<file path="config.mk">
export PLATFORM = sky130hd
export DESIGN_NAME = nbr_lru_ram
export DESIGN_NICKNAME = d
export VERILOG_FILES = /design/src/hdl/nbr_lru_ram.sv
export SDC_FILE = /design/constraint.sdc
export NUM_CORES = 1
export LEC_CHECK = 0
export BUFFER_PORTS_ARGS = -buffer_cell sky130_fd_sc_hd__buf_2
export CAP_MARGIN = 30
export CORE_UTILIZATION = 45
export DETAILED_ROUTE_END_ITERATION = 8
export GPL_TIMING_DRIVEN = 0
export PLACE_DENSITY = 0.6
export SETUP_SLACK_MARGIN = 0.05
export SYNTH_ARGS = -nofsm -noshare
export SYNTH_HDL_FRONTEND = slang
export SYNTH_SLANG_ARGS = --single-unit
</file>
<file path="constraint.sdc">
create_clock -name clock -period 1.8 [get_ports clock]
set_input_delay 0.09 -clock clock [delete_from_list [all_inputs] [get_ports clock]]
set_output_delay 0.09 -clock clock [all_outputs]
set_load 0.005 [all_outputs]
</file>
<file path="src/hdl/nbr_lru_ram.sv">
// Generic simple dual-port RAM with registered read.
`default_nettype none

module nbr_lru_ram #(
   parameter int WIDTH = 8,
   parameter int DEPTH = 16
) (
   input  wire logic                     clock,
   input  wire logic                     wr_en,
   input  wire logic [$clog2(DEPTH)-1:0] wr_addr,
   input  wire logic [WIDTH-1:0]         wr_data,
   input  wire logic                     rd_en,
   input  wire logic [$clog2(DEPTH)-1:0] rd_addr,
   output logic      [WIDTH-1:0]         rd_data
);

   logic [WIDTH-1:0] mem_ff [DEPTH];

   always_ff @(posedge clock) begin
      if (wr_en) begin
         mem_ff[wr_addr] <= wr_data;
      end
      if (rd_en) begin
         rd_data <= mem_ff[rd_addr];
      end
   end

endmodule

`default_nettype wire

</file>
==> results.sh <==
export IMPL_clk_latency_ns=0.41
export IMPL_die_h_um=109.8
export IMPL_die_x_um=109.8
export IMPL_cts_setup_buffers=0
export IMPL_yosys_warnings=0
export IMPL_period_minus_slack_ns=1.624
export IMPL_max_freq_ghz=0.6156
export IMPL_grt_overflow=0
export IMPL_synth_flop_cell="edfxtp_1"
export IMPL_vias=2422
export IMPL_ant_nets=0
export IMPL_cp_startpoint="mem_ff[6][0]"
export IMPL_crit_path_end="rd_data[0]"
export IMPL_cap_violations=0
export IMPL_wl_um=9823
export IMPL_ir_drop_mv=0.7321
export IMPL_port_buffers=25
export IMPL_power_density_nw_per_um2=1237
export IMPL_worst_setup_path_type="flop to flop"
export IMPL_pre_cts_ws_ns=-0.02174
export IMPL_rsz0062_at_grt="false"
export IMPL_synth_nets=248
export IMPL_nets=296
export IMPL_arrival_ns=1.78
export IMPL_grtUsageMet1=0.2662
export IMPL_cts_resized_gates=0
export IMPL_initial_core_util=0.4719
export IMPL_maxSlewViolCount=0
export IMPL_drive_above_1_share=0.3103
export IMPL_synth_adder_area_share=0
export IMPL_wire_per_inst_um=22.84
export IMPL_synth_top_area_share=0.7812
export IMPL_filler_cell_count=828
export IMPL_synth_edf_count=136
export IMPL_netlist_instances=229
export IMPL_ff2ff_setup_slack_ns=0.18
export IMPL_num_antenna_cells=0
export IMPL_synthTopCellsByArea="edfxtp_1, mux4_2, mux4_1"
export IMPL_synth_seq_cells=136
export IMPL_startpoint_type="flop"
export IMPL_clock_skew_ns=0.01039
export IMPL_dieArea_um2=12050
export IMPL_synth_top_family_by_area="multiplexers"
export IMPL_hold_viol=0
export IMPL_drt_iter0_drc=148
export IMPL_h_tree_depth=4
export IMPL_multiInputGateArea_um2=1057
export IMPL_first_global_vias=2418
export IMPL_synth_compound_area_share=0.02298
export IMPL_firstDrtPassIters=5
export IMPL_cts_buffers=17
export IMPL_outcome="completed"
export IMPL_viasPerCell=5.633
export IMPL_cts_sinks=136
export IMPL_syn_area_um2=5228
export IMPL_setup_slack_ns=0.1755
export IMPL_r2r_start="mem_ff[6][0]"
export IMPL_yosysTopAreaCell="edfxtp_1"
export IMPL_top_usage_layer="met2"
export IMPL_synthArstFlopShare=0
export IMPL_slew_headroom=0.4335
export IMPL_core_um2=11080
export IMPL_synth_simple_gate_area_frac=0.03135
export IMPL_regArea_um2=4084
export IMPL_globalplace_congestion=0.6743
export IMPL_area_growth_pct=18.62
export IMPL_grt_use_total=0.1840
export IMPL_final_cell_mix="edfxtp_1, buf_2, mux4_2"
export IMPL_finalSetupViolCount=0
export IMPL_hold_class="primary input to flop"
export IMPL_worst_pin_slew_ns=0.8467
export IMPL_syn_avg_cell_area_um2=22.83
export IMPL_clk_pin_slew_worst_paths_ns=0.06
export IMPL_rr_endpoint="rd_data[0]"
export IMPL_worstRegToRegCells=3
export IMPL_gr_usage_met2=0.2781
export IMPL_synth_cell_types=18
export IMPL_pin_count=27
export IMPL_antenna_found_initial=0
export IMPL_finalCritPeriodShare=0.9025
export IMPL_synthMuxAreaShare=0.1479
export IMPL_ys_seq_area_frac=0.7812
export IMPL_met3_usage=0.04268
export IMPL_grt_pass1_wl_um=14730
export IMPL_endpoint_kind="flop"
export IMPL_ctsLongestPathBuffers=2
export IMPL_hold_buffers=0
export IMPL_cts_root_buf="clkbuf_16"
export IMPL_hpwlAfterDp_um=6078
export IMPL_synthXorXnorAreaFrac=0
export IMPL_drc=0
export IMPL_critPathRequiredTime_ns=1.95
export IMPL_cts_tree="built"
export IMPL_power_w=0.007671
export IMPL_row_count=38
export IMPL_cp_max_fo=1
export IMPL_leakage_nw=2.093
export IMPL_grt_max_degree=17
export IMPL_final_common_cell="edfxtp_1"
==> per-layer routing <==
layer	share of wire	wire, um
met2	0.49	4844
met5	0	0
met1	0.46	4495
met3	0.044	432
met4	0.0051	50
==> worst min path at each step <==
stage | cells after the start | end | slack, ns | startpoint
after floorplan | 0 | mem_ff[0][0] | 0.19 | wr_data[0]
after global placement | 1 | rd_data[3] | 0.45 | rd_en
after detailed placement | 1 | rd_data[2] | 0.46 | rd_en
after CTS | 1 | rd_data[2] | 0.03 | rd_en
after global routing | 1 | rd_data[2] | 0.04 | rd_en
final | 1 | rd_data[3] | 0.04 | rd_en
==> state kept, by name, indices dropped and copies added (netlist names) <==
| register | count |
|---|---|
| rd_data | 8 |
| mem_ff | 128 |
==> cells in the mapped netlist, types with 2 or more instances <==
library cell and instances:
edfxtp_1 136, mux4_2 18, a22oi_1 16, mux4_1 14, nor2_1 13, nand2_1 9
nor3_1 4, buf_2 3, buf_6 3, clkdlybuf4s25_2 3, nand2b_1 2, nand3b_1 2
==> stage by stage <==
step                      area, um^2  TNS (ns)  instances  utilization  hold slack (ns)
final                           6201         0        430       0.5597          0.03548
after floorplan                 5228         0        229            -           0.1889
after global placement          5528    -4.434        394       0.4990           0.4534
after detailed placement        5550   -0.1719        398       0.5010           0.4555
after global routing            6201         0        430       0.5597          0.03978
after CTS                       6201         0        430       0.5597          0.02631
==> power by group <==
part           leakage, nW  switching, W  total (W)  internal (W)
Sequential            1.24     0.0000147    0.00358       0.00357
Clock                0.318       0.00129    0.00375       0.00247
Combinational        0.540      0.000197   0.000335      0.000138
Total                 2.09       0.00150    0.00767       0.00617
==> area by class of cell <==
cell class | instances | share of cell area
Sequential cell | 136 | 0.6586
Multi-Input combinational cell | 83 | 0.1705
Clock buffer | 17 | 0.06860
Clock inverter | 15 | 0.03632
Tap cell | 140 | 0.02825
Timing Repair Buffer | 29 | 0.02381
Buffer | 10 | 0.01392
==> worst max-delay path, cell delays in order (launching register included) <==
cell	delay, ns
edfxtp_1	0.37
mux4_1	0.56
a22oi_1	0.34
nand2_1	0.10
==> cells by family (layout without fill, tap and decap cells) <==
| group | Yosys count | count (layout) |
|---|---|---|
| buffers and inverters | 10 | 71 |
| and+or+nand+nor | 35 | 35 |
| DFF | 136 | 136 |
| AOI/OAI and AO/OA | 16 | 16 |
| muxes | 32 | 32 |
(Power assumes the default switching activity.)
